File: src/hdl/eur_pkg.sv
// Shared constants and types for the encoder unwrap and rate averager.
package eur_pkg;

    localparam int AVERAGE_DEPTH   = 8;
    localparam int SLOT_W          = (AVERAGE_DEPTH > 1) ? $clog2(AVERAGE_DEPTH) : 1;

    localparam int READ_W          = 13;
    localparam int RATE_W          = 14;
    localparam int COUNT_W         = 14;
    localparam int ANGLE_W         = 20;

    localparam int COUNTS_PER_TURN = 8192;
    localparam int HALF_TURN       = 4096;
    localparam int ANGLE_PER_COUNT = 45;
    localparam int ANGLE_PER_TURN  = 368640;
    localparam int THRESHOLD_RESET = 7500;

    // running sum and its magnitude
    localparam int SUM_W           = RATE_W + SLOT_W;
    localparam int MAG_W           = SUM_W - 1;

    // reciprocal for exact floor(mag / AVERAGE_DEPTH)
    localparam int DIV_SHIFT       = MAG_W + SLOT_W;
    localparam int RCP_W           = DIV_SHIFT - SLOT_W + 2;
    localparam int RECIP           = ((1 << DIV_SHIFT) + AVERAGE_DEPTH - 1) / AVERAGE_DEPTH;
    localparam int PROD_W          = MAG_W + RCP_W;

    typedef struct packed {
        logic              vld;
        logic [SLOT_W-1:0] slot;
        logic [RATE_W-1:0] rate;
    } t_avg_in;

endpackage

File: src/hdl/eur_avg.sv
// Ring memory of step rates, running sum and average by constant reciprocal.
module eur_avg (
    input  logic                           i_clk,
    input  logic                           i_rst_n,
    input  logic                           i_adv,
    input  eur_pkg::t_avg_in               i_req,
    output logic signed [eur_pkg::RATE_W-1:0] o_average
);

    logic [eur_pkg::RATE_W-1:0] mem [eur_pkg::AVERAGE_DEPTH];
    logic [eur_pkg::RATE_W-1:0] r_q;
    logic                       r_written [eur_pkg::AVERAGE_DEPTH];

    logic                        r_b_vld;
    logic [eur_pkg::SLOT_W-1:0]  r_b_slot;
    logic [eur_pkg::RATE_W-1:0]  r_b_rate;
    logic                        r_b_fwd;
    logic [eur_pkg::RATE_W-1:0]  r_b_fwd_data;
    logic                        r_b_hit;

    logic signed [eur_pkg::SUM_W-1:0] r_sum;
    logic signed [eur_pkg::SUM_W-1:0] n_sum;
    logic [eur_pkg::SUM_W-1:0]        n_abs;
    logic [eur_pkg::MAG_W-1:0]        r_c_mag;
    logic                             r_c_neg;

    logic                          rd_en;
    logic                          wr_en;
    logic [eur_pkg::RATE_W-1:0]    old_rate;
    logic [eur_pkg::RCP_W-1:0]     recip;
    logic [eur_pkg::PROD_W-1:0]    prod;
    logic [eur_pkg::READ_W-1:0]    quot;

    assign rd_en = i_adv && i_req.vld;
    assign wr_en = i_adv && r_b_vld;

    always_ff @(posedge i_clk) begin
        if (wr_en) begin
            mem[r_b_slot] <= r_b_rate;
        end
        if (rd_en) begin
            r_q <= mem[i_req.slot];
        end
    end

    always_ff @(posedge i_clk) begin
        if (!i_rst_n) begin
            for (int i = 0; i < eur_pkg::AVERAGE_DEPTH; i++) begin
                r_written[i] <= 1'b0;
            end
            r_b_vld <= 1'b0;
            r_sum   <= '0;
        end else begin
            if (wr_en) begin
                r_written[r_b_slot] <= 1'b1;
                r_sum               <= n_sum;
            end
            if (i_adv) begin
                r_b_vld <= i_req.vld;
            end
        end
    end

    always_ff @(posedge i_clk) begin
        if (rd_en) begin
            r_b_slot     <= i_req.slot;
            r_b_rate     <= i_req.rate;
            r_b_fwd      <= wr_en && (r_b_slot == i_req.slot);
            r_b_fwd_data <= r_b_rate;
            r_b_hit      <= r_written[i_req.slot];
        end
        if (wr_en) begin
            r_c_mag <= n_abs[eur_pkg::MAG_W-1:0];
            r_c_neg <= n_sum[eur_pkg::SUM_W-1];
        end
    end

    always_comb begin
        if (r_b_fwd) begin
            old_rate = r_b_fwd_data;
        end else if (r_b_hit) begin
            old_rate = r_q;
        end else begin
            old_rate = '0;
        end
        n_sum = r_sum
              - eur_pkg::SUM_W'($signed(old_rate))
              + eur_pkg::SUM_W'($signed(r_b_rate));
        n_abs = n_sum[eur_pkg::SUM_W-1] ? eur_pkg::SUM_W'(-n_sum) : eur_pkg::SUM_W'(n_sum);
    end

    assign recip = eur_pkg::RCP_W'(eur_pkg::RECIP);
    assign prod  = eur_pkg::PROD_W'(r_c_mag) * eur_pkg::PROD_W'(recip);
    assign quot  = prod[eur_pkg::DIV_SHIFT +: eur_pkg::READ_W];

    assign o_average = r_c_neg ? -$signed({1'b0, quot}) : $signed({1'b0, quot});

endmodule

File: src/hdl/encoder_unwrap_rate_averager.sv
// Top level: encoder wrap correction, continuous count, angle and averaged rate.
//
//  channel   direction  handshake                 payload
//  cfg       in         i_cfg_valid/o_cfg_ready   i_cfg_data (wrap threshold)
//  in        in         i_in_valid/o_in_ready     i_raw_angle
//  out       out        o_out_valid/i_out_ready   rate, count, angle, average, turn
//
// One reading per cycle while no result is held; results pass stages b, c and out.
// The ring memory is read in the accept cycle and written as the reading leaves
// stage b, with forwarding when both touch the same slot.
// Reset clears the per-slot written bits at once; no clearing pass is needed.
// A held result freezes the whole pipe; cfg is always ready.
module encoder_unwrap_rate_averager (
    input  logic                               i_clk,
    input  logic                               i_rst_n,
    input  logic                               i_cfg_valid,
    output logic                               o_cfg_ready,
    input  logic [eur_pkg::READ_W-1:0]         i_cfg_data,
    input  logic                               i_in_valid,
    output logic                               o_in_ready,
    input  logic [eur_pkg::READ_W-1:0]         i_raw_angle,
    output logic                               o_out_valid,
    input  logic                               i_out_ready,
    output logic signed [eur_pkg::RATE_W-1:0]  o_step_rate,
    output logic [eur_pkg::COUNT_W-1:0]        o_continuous_count,
    output logic [eur_pkg::ANGLE_W-1:0]        o_angle_fixed,
    output logic signed [eur_pkg::RATE_W-1:0]  o_average_rate,
    output logic                               o_turn_flag
);

    logic [eur_pkg::READ_W-1:0] r_thr;
    logic [eur_pkg::READ_W-1:0] r_prev;
    logic                       r_turn;
    logic                       r_started;
    logic [eur_pkg::SLOT_W-1:0] r_pos;

    logic                       r_b_vld;
    logic [eur_pkg::RATE_W-1:0] r_b_rate;
    logic [eur_pkg::READ_W-1:0] r_b_reading;
    logic                       r_b_turn;

    logic                        r_c_vld;
    logic [eur_pkg::RATE_W-1:0]  r_c_rate;
    logic [eur_pkg::COUNT_W-1:0] r_c_count;
    logic [eur_pkg::ANGLE_W-1:0] r_c_angle;
    logic                        r_c_turn;

    logic                        r_out_vld;
    logic [eur_pkg::RATE_W-1:0]  r_out_rate;
    logic [eur_pkg::COUNT_W-1:0] r_out_count;
    logic [eur_pkg::ANGLE_W-1:0] r_out_angle;
    logic [eur_pkg::RATE_W-1:0]  r_out_avg;
    logic                        r_out_turn;

    logic                        adv;
    logic                        accept;
    logic [eur_pkg::RATE_W-1:0]  diff;
    logic signed [eur_pkg::RATE_W:0] diff_s;
    logic signed [eur_pkg::RATE_W:0] thr_s;
    logic                        wrap_dn;
    logic                        wrap_up;
    logic                        first_turn;
    logic                        a_turn;
    logic [eur_pkg::RATE_W-1:0]  a_rate;
    logic [eur_pkg::SLOT_W-1:0]  n_pos;
    logic [eur_pkg::ANGLE_W-1:0] b_angle;
    eur_pkg::t_avg_in            avg_req;
    logic signed [eur_pkg::RATE_W-1:0] c_avg;

    assign adv         = !r_out_vld || i_out_ready;
    assign accept      = i_in_valid && adv;
    assign o_in_ready  = adv;
    assign o_cfg_ready = 1'b1;

    always_comb begin
        diff    = {1'b0, i_raw_angle} - {1'b0, r_prev};
        diff_s  = $signed({diff[eur_pkg::RATE_W-1], diff});
        thr_s   = $signed({2'b00, r_thr});
        wrap_dn = diff_s < -thr_s;
        wrap_up = diff_s > thr_s;

        if (i_raw_angle > eur_pkg::READ_W'(eur_pkg::HALF_TURN)) begin
            first_turn = 1'b0;
        end else if (i_raw_angle < eur_pkg::READ_W'(eur_pkg::HALF_TURN)) begin
            first_turn = 1'b1;
        end else begin
            first_turn = r_turn;
        end

        if (wrap_dn) begin
            a_turn = 1'b1;
            a_rate = diff + eur_pkg::RATE_W'(eur_pkg::COUNTS_PER_TURN);
        end else if (wrap_up) begin
            a_turn = 1'b0;
            a_rate = diff - eur_pkg::RATE_W'(eur_pkg::COUNTS_PER_TURN);
        end else begin
            a_turn = r_started ? r_turn : first_turn;
            a_rate = diff;
        end

        if (r_pos == eur_pkg::SLOT_W'(eur_pkg::AVERAGE_DEPTH - 1)) begin
            n_pos = '0;
        end else begin
            n_pos = r_pos + 1'b1;
        end

        avg_req.vld  = accept;
        avg_req.slot = r_pos;
        avg_req.rate = a_rate;

        b_angle = eur_pkg::ANGLE_W'(r_b_reading) * eur_pkg::ANGLE_W'(eur_pkg::ANGLE_PER_COUNT)
                + (r_b_turn ? eur_pkg::ANGLE_W'(eur_pkg::ANGLE_PER_TURN) : '0);
    end

    eur_avg u_avg (
        .i_clk     (i_clk),
        .i_rst_n   (i_rst_n),
        .i_adv     (adv),
        .i_req     (avg_req),
        .o_average (c_avg)
    );

    always_ff @(posedge i_clk) begin
        if (!i_rst_n) begin
            r_thr     <= eur_pkg::READ_W'(eur_pkg::THRESHOLD_RESET);
            r_prev    <= '0;
            r_turn    <= 1'b0;
            r_started <= 1'b0;
            r_pos     <= '0;
            r_b_vld   <= 1'b0;
            r_c_vld   <= 1'b0;
            r_out_vld <= 1'b0;
        end else begin
            if (i_cfg_valid) begin
                r_thr <= i_cfg_data;
            end
            if (accept) begin
                r_prev    <= i_raw_angle;
                r_turn    <= a_turn;
                r_started <= 1'b1;
                r_pos     <= n_pos;
            end
            if (adv) begin
                r_b_vld   <= accept;
                r_c_vld   <= r_b_vld;
                r_out_vld <= r_c_vld;
            end
        end
    end

    always_ff @(posedge i_clk) begin
        if (accept) begin
            r_b_rate    <= a_rate;
            r_b_reading <= i_raw_angle;
            r_b_turn    <= a_turn;
        end
        if (adv && r_b_vld) begin
            r_c_rate  <= r_b_rate;
            r_c_count <= {r_b_turn, r_b_reading};
            r_c_angle <= b_angle;
            r_c_turn  <= r_b_turn;
        end
        if (adv && r_c_vld) begin
            r_out_rate  <= r_c_rate;
            r_out_count <= r_c_count;
            r_out_angle <= r_c_angle;
            r_out_avg   <= c_avg;
            r_out_turn  <= r_c_turn;
        end
    end

    assign o_out_valid        = r_out_vld;
    assign o_step_rate        = $signed(r_out_rate);
    assign o_continuous_count = r_out_count;
    assign o_angle_fixed      = r_out_angle;
    assign o_average_rate     = $signed(r_out_avg);
    assign o_turn_flag        = r_out_turn;

endmodule

File: config.mk
export PLATFORM = sky130hd
export DESIGN_NAME = encoder_unwrap_rate_averager
export DESIGN_NICKNAME = d
export VERILOG_FILES = /design/src/hdl/eur_pkg.sv /design/src/hdl/eur_avg.sv /design/src/hdl/encoder_unwrap_rate_averager.sv
export SDC_FILE = /design/constraint.sdc
export NUM_CORES = 1
export LEC_CHECK = 0
export BUFFER_PORTS_ARGS = -buffer_cell sky130_fd_sc_hd__buf_2
export CELL_PAD_IN_SITES_DETAIL_PLACEMENT = 0
export CELL_PAD_IN_SITES_GLOBAL_PLACEMENT = 1
export CORE_AREA = 4 4 244 246
export CTS_BUF_LIST = sky130_fd_sc_hd__clkbuf_2
export CTS_CLUSTER_SIZE = 25
export DETAILED_ROUTE_END_ITERATION = 16
export DIE_AREA = 0 0 248 250
export MAX_ROUTING_LAYER = met4
export PLACE_DENSITY = 0.53
export SETUP_SLACK_MARGIN = 0.1
export SYNTH_ARGS = -nofsm -noshare
export SYNTH_HDL_FRONTEND = slang
export SYNTH_SLANG_ARGS = --single-unit
File: constraint.sdc
create_clock -name i_clk -period 3.7 [get_ports i_clk]
set_input_delay 0.185 -clock i_clk [delete_from_list [all_inputs] [get_ports i_clk]]
set_output_delay 0.185 -clock i_clk [all_outputs]
set_load 0.05 [all_outputs]
---- Word level (Yosys, flattened, before mapping) ----
Memories as Yosys holds them, arrays and structs flattened. A register that Yosys moved wholly into a read port is not among the register bits.
Index checks and enable logic that the tools add are counted.
storage, ports and cells
  memory bits (writable) .................. 120
  output and inout port bits .............. 66
  register bits after elaboration ......... 240
  input bits .............................. 31
  logic and storage cells ................. 76
  memories ................................ 2
memories
  name             depth  width  rd ports  clocked after Yosys merged registers in  write ports  line           RTL
  u_avg.mem        8      14     1         1                                        1            eur_avg.sv:10  logic [eur_pkg::RATE_W-1:0] mem [eur_pkg::AVERAGE_DEPTH];
  u_avg.r_written  8      1      1         1                                        8            eur_avg.sv:12  logic r_written [eur_pkg::AVERAGE_DEPTH];
operators by class
  $lt $le $gt $ge ......................... 4
  equal/unequal tests ..................... 2
  reductions and logical operators ........ 8
  multiply operators ...................... 1
  multiplexer cells ....................... 21
  add/subtract/negate cells ............... 10
operators by type and width
  operator                  number
  $mux W14                  4
  $add A19 B19 Y20          1
  $mul A13 B6 Y19 const B   1
  $mux W19                  1
  $add A17 B14 Y17          1
  $sub A17 B14 Y17          1
  $mux W16                  1
  $neg A16 Y16              1
  $lt A14 B15 Y1            1
  $neg A13 Y15              1
  $add A14 B14 Y14 const B  1
  $gt A14 B14 Y1            1
  $neg A13 Y14              1
  $sub A13 B13 Y14          1
  $sub A14 B14 Y14 const B  1
  $gt A13 B13 Y1 const B    1
  $lt A13 B13 Y1 const B    1
  $mux W13                  1
  $mux W1                   12
  $mux W3                   2
  $logic_and A1 B1 Y1       5
  $add A3 B1 Y3 const B     1
  $eq A3 B3 Y1              1
  $eq A3 B3 Y1 const B      1
  3 further kinds           3

---- Depth between registers and ports, before layout ----
  word-level depth ........................ 8
  gate-level depth with buffers ........... 19
  gate-level depth less buffers ........... 19

---- Modules after synthesis ----
Synthesis repeated with hierarchy kept, for this count alone.
unflattened totals
  cells, all modules ...................... 1,275
  area total of the unflattened synthesis .. 17,606.9 um^2
modules (own cells, without submodules)
  module                        sequential area each (um^2)  cells each  area an instance (um^2)  instances
  eur_avg                       5,715.5                      583         8,977.4                  1
  encoder_unwrap_rate_averager  4,704.5                      692         8,629.5                  1

---- Worst setup path after synthesis ----
No wires, ideal clock.
  path kind ............................... flip-flop to flip-flop
  start ................................... register r_b_reading[3] (netlist bit)
  end ..................................... register r_c_angle[18] (netlist bit), data pin
  slack ................................... -226 ps
  stages on the path, launching flop included .. 16
  required time ........................... 3,442 ps
  clock period less this slack ............ 3,926 ps
  arrival time ............................ 3,668 ps
  setup time .............................. 258 ps
  buffers on the path ..................... 0
  cell sequence ........................... edfxtp_1 -> ha_1 -> inv_1 -> fa_1 -> fa_1 -> inv_1 -> ha_1 -> ha_1 -> a21o_1 -> a21oi_1 -> o21bai_1 -> a31oi_1 -> o211ai_1 -> a31o_2 -> a21oi_1 -> xnor2_1
between the ends
  cells in the longest elaborated chain, start to end .. 2
ends and longest elaborated chain
  item                    line                                 RTL
  start, declared         encoder_unwrap_rate_averager.sv:39   logic [eur_pkg::READ_W-1:0] r_b_reading;
  start signal, assigned  encoder_unwrap_rate_averager.sv:154  r_b_reading <= i_raw_angle;
  $mul A13 B6 Y19         encoder_unwrap_rate_averager.sv:111  b_angle = eur_pkg::ANGLE_W'(r_b_reading) * eur_pkg::ANGLE_W'(eur_pkg::ANGLE_PER_COUNT)
  $add A19 B19 Y20        encoder_unwrap_rate_averager.sv:112  + (r_b_turn ? eur_pkg::ANGLE_W'(eur_pkg::ANGLE_PER_TURN) : '0);
  net b_angle, one bit    encoder_unwrap_rate_averager.sv:66   logic [eur_pkg::ANGLE_W-1:0] b_angle;
  end signal, assigned    encoder_unwrap_rate_averager.sv:160  r_c_angle <= b_angle;
  end, declared           encoder_unwrap_rate_averager.sv:45   logic [eur_pkg::ANGLE_W-1:0] r_c_angle;
The timed path passes the listed nets, and every way through them passes these cells.
A chain may end at the register's enable or synchronous reset.

---- Worst setup path after layout ----
  start ................................... register r_b_reading[10] (netlist bit)
  end ..................................... register r_c_angle[18] (netlist bit), data pin
Same word-level chain as after synthesis.

==> metrics <==
status finished, violations left; failing checks setup timing; placed insts 2204; total gr overflow 0; Critical Path AT 4600 ps; P per Cell Area 661 mW/mm^2; required time of the critical path 4440 ps; worst hold path class in -> reg; library cells used by synthesis 80; GRT Util Overall 0.139; DRT antenna net count 0; total power 14.6 mW; Ys Warns 0; dominant synthesized flop cell edfxtp_1; Period minus WS final 3860 ps; Clock Path Buffers 3; Clock Pin Slew Worst Setup and Hold Paths 100 ps; leakage 8.61 nW; first-pass detailed-route iteration total 4; Area growth syn-to-layout 30.1%; via count 11.1k; Final period util 1.04; design area 0.0221 mm^2; vias in the first global route 11.5k; clock latency at the later pin of the worst-skew pair 1080 ps; CTS buffer count 94; I/O Buffers 95; core region area 0.0574 mm^2; worst setup margin -161 ps; drt total wl 42.0 mm; GPL Wtd Cong 0.794; Die H 250 um; WHS 212 ps; Yosys top cell area share 0.518; number of I/O pins 97; Commonest cells post-synth edfxtp_1 (293), inv_1 (111), ha_1 (108), nand2_1 (96), dfxtp_1 (59); Root Driver clkbuf_2; average cell area after synthesis 13.8 um^2; mapped cell area 0.0170 mm^2; Synth Register Bits 352; startpoint types flop; sequential area share after synthesis 0.587; Peak Freq 0.259 GHz; Worst Hold Launch i_rst_n; skew final 98.5 ps; largest net degree at the start of global routing 78; VDD IR max 0.000305 V; CTS tree yes; Die Wd 248 um; # nets final 1816; actual slew at the worst max-slew pin 1210 ps; Worst slew margin 0.193; htree depth 3; cell area after placement 0.0195 mm^2; largest area contributor in the netlist edfxtp_1; Final Slew Violations 0; DRC viols 0; clock tree sinks 352; antenna violations before repair 6; Synth area leaders edfxtp_1 (52%), ha_1 (7.9%), dfxtp_1 (6.9%); # rows 88; top-count cell post-synth edfxtp_1; Util after Layout 0.385; CP Class reg -> reg; final hold vios 0; ys async rst share 0; Critical R2R Launch r_b_reading[10]$_DFFE_PP_; violation count after the first detailed-route iteration 486; CP Max Fanout 3; routed len/inst 16.9 um; non-filler cells, final 2482; RSZ-0062 raised after global routing yes; Mapped Cells 1234; Detailed Place HPWL 28.8 mm; number of vias per cell 4.47; die area 0.0620 mm^2; Post-synth EDFFs 293; # setup viols final 17; Critical Path Sink Type flop; syn_nets 1413; Critical Path Source r_b_reading[10]$_DFFE_PP_; first-pass GRT wire length 64.6 mm; maxcap violations 0; share of cells above drive strength 1 0.357; starting utilization of the core area 0.296
==> flip-flops by register name, indices dropped and copies added (netlist names), 3 cells and up <==
signal	count
r_c_rate	14
r_prev	13
o_angle_fixed	18
u_avg.r_c_mag	13
r_thr	13
u_avg.r_b_fwd_data	14
r_c_angle	18
u_avg.mem	112
u_avg.r_q	14
r_b_reading	13
u_avg.r_sum	17
r_c_count	14
r_pos	3
o_continuous_count	14
r_b_rate	14
o_average_rate	14
u_avg.r_b_slot	3
u_avg.r_written	8
o_step_rate	14
==> metal layers <==
metal,track usage,part of all wire
met1,0.186,0.47
met2,0.213,0.46
met3,0.0286,0.050
met4,0.0467,0.020
met5,-,0
==> placed cells by master (no fill, tap or decap), drive strengths merged, types with 33 or more instances in the layout <==
master and instances:
edfxtp 293, buf 262, clkbuf 150, inv 118
ha 108, nand2 96, dlygate4sd3 80, dfxtp 59
nor2 50, xnor2 48, fa 40, a21oi 33
==> worst paths after layout <==
kind | endpoint | slack [ps] | depth (start not counted)
hold / removal | r_started$_SDFFE_PN0P_ | 210 | 3
setup reg to reg | r_c_angle[18]$_DFFE_PP_ | -160 | 13
setup / recovery | r_c_angle[18]$_DFFE_PP_ | -160 | 13
hold reg to reg | o_step_rate[6]$_DFFE_PP_ | 400 | 0
==> metrics by stage <==
stage,setup TNS [ps],worst slack (ps)
after floorplan,-2.86,-2.86
after global placement,-3170,-277
after detailed placement,-3760,-310
after CTS,-1980,-214
after global routing,-5280,-313
final,-1290,-161
==> layout make-up <==
cell class,instances,area (um^2)
multi-input combinational,733,7290
sequential,352,9980
inverter,114,428
fill,5600,35300
tap,765,957
clock buffer,150,751
antenna,2,5.00
timing repair buffer,342,2580
clock inverter,24,120
==> power breakdown <==
part / switching, mW / total, mW / internal (mW)
clock: 1.65 / 2.74 / 1.09
sequential: 0.262 / 5.27 / 5.01
combinational: 3.38 / 6.62 / 3.24
total: 5.29 / 14.6 / 9.33
==> repair_timing <==
action | 4_1_cts | 5_1_grt
endpoints found under the hold margin | 116 | 0
pin swaps | 48 | 47
endpoints found under the setup margin | 30 | 32
setup buffers | 11 | 13
hold buffers | 80 | 0
cloned | 0 | 0
gates resized for setup | 53 | 80
==> worst max-delay path: stages, from the launching register on <==
cell and delay (ps):
edfxtp_1 460, ha_1 330, inv_1 60, fa_1 430, inv_1 100, fa_1 440
fa_1 570, ha_4 210, and2_1 150, a31oi_2 180, o211ai_1 160, a31o_2 280
a21oi_2 120, xnor2_1 80
==> logic make-up (layout without fill, tap and decap cells) <==
family,Yosys count,in the layout,share of synthesized area
buf+inv,149,630,0.0351
compound gates,194,194,0.0815
xor+xnor,71,71,0.0377
simple gates,265,265,0.0768
flops,352,352,0.587
other cells,1,3,0.000221
mux,54,54,0.0550
fa+ha+maj,148,148,0.127
No activity file was read; power rests on OpenSTA's default activity.
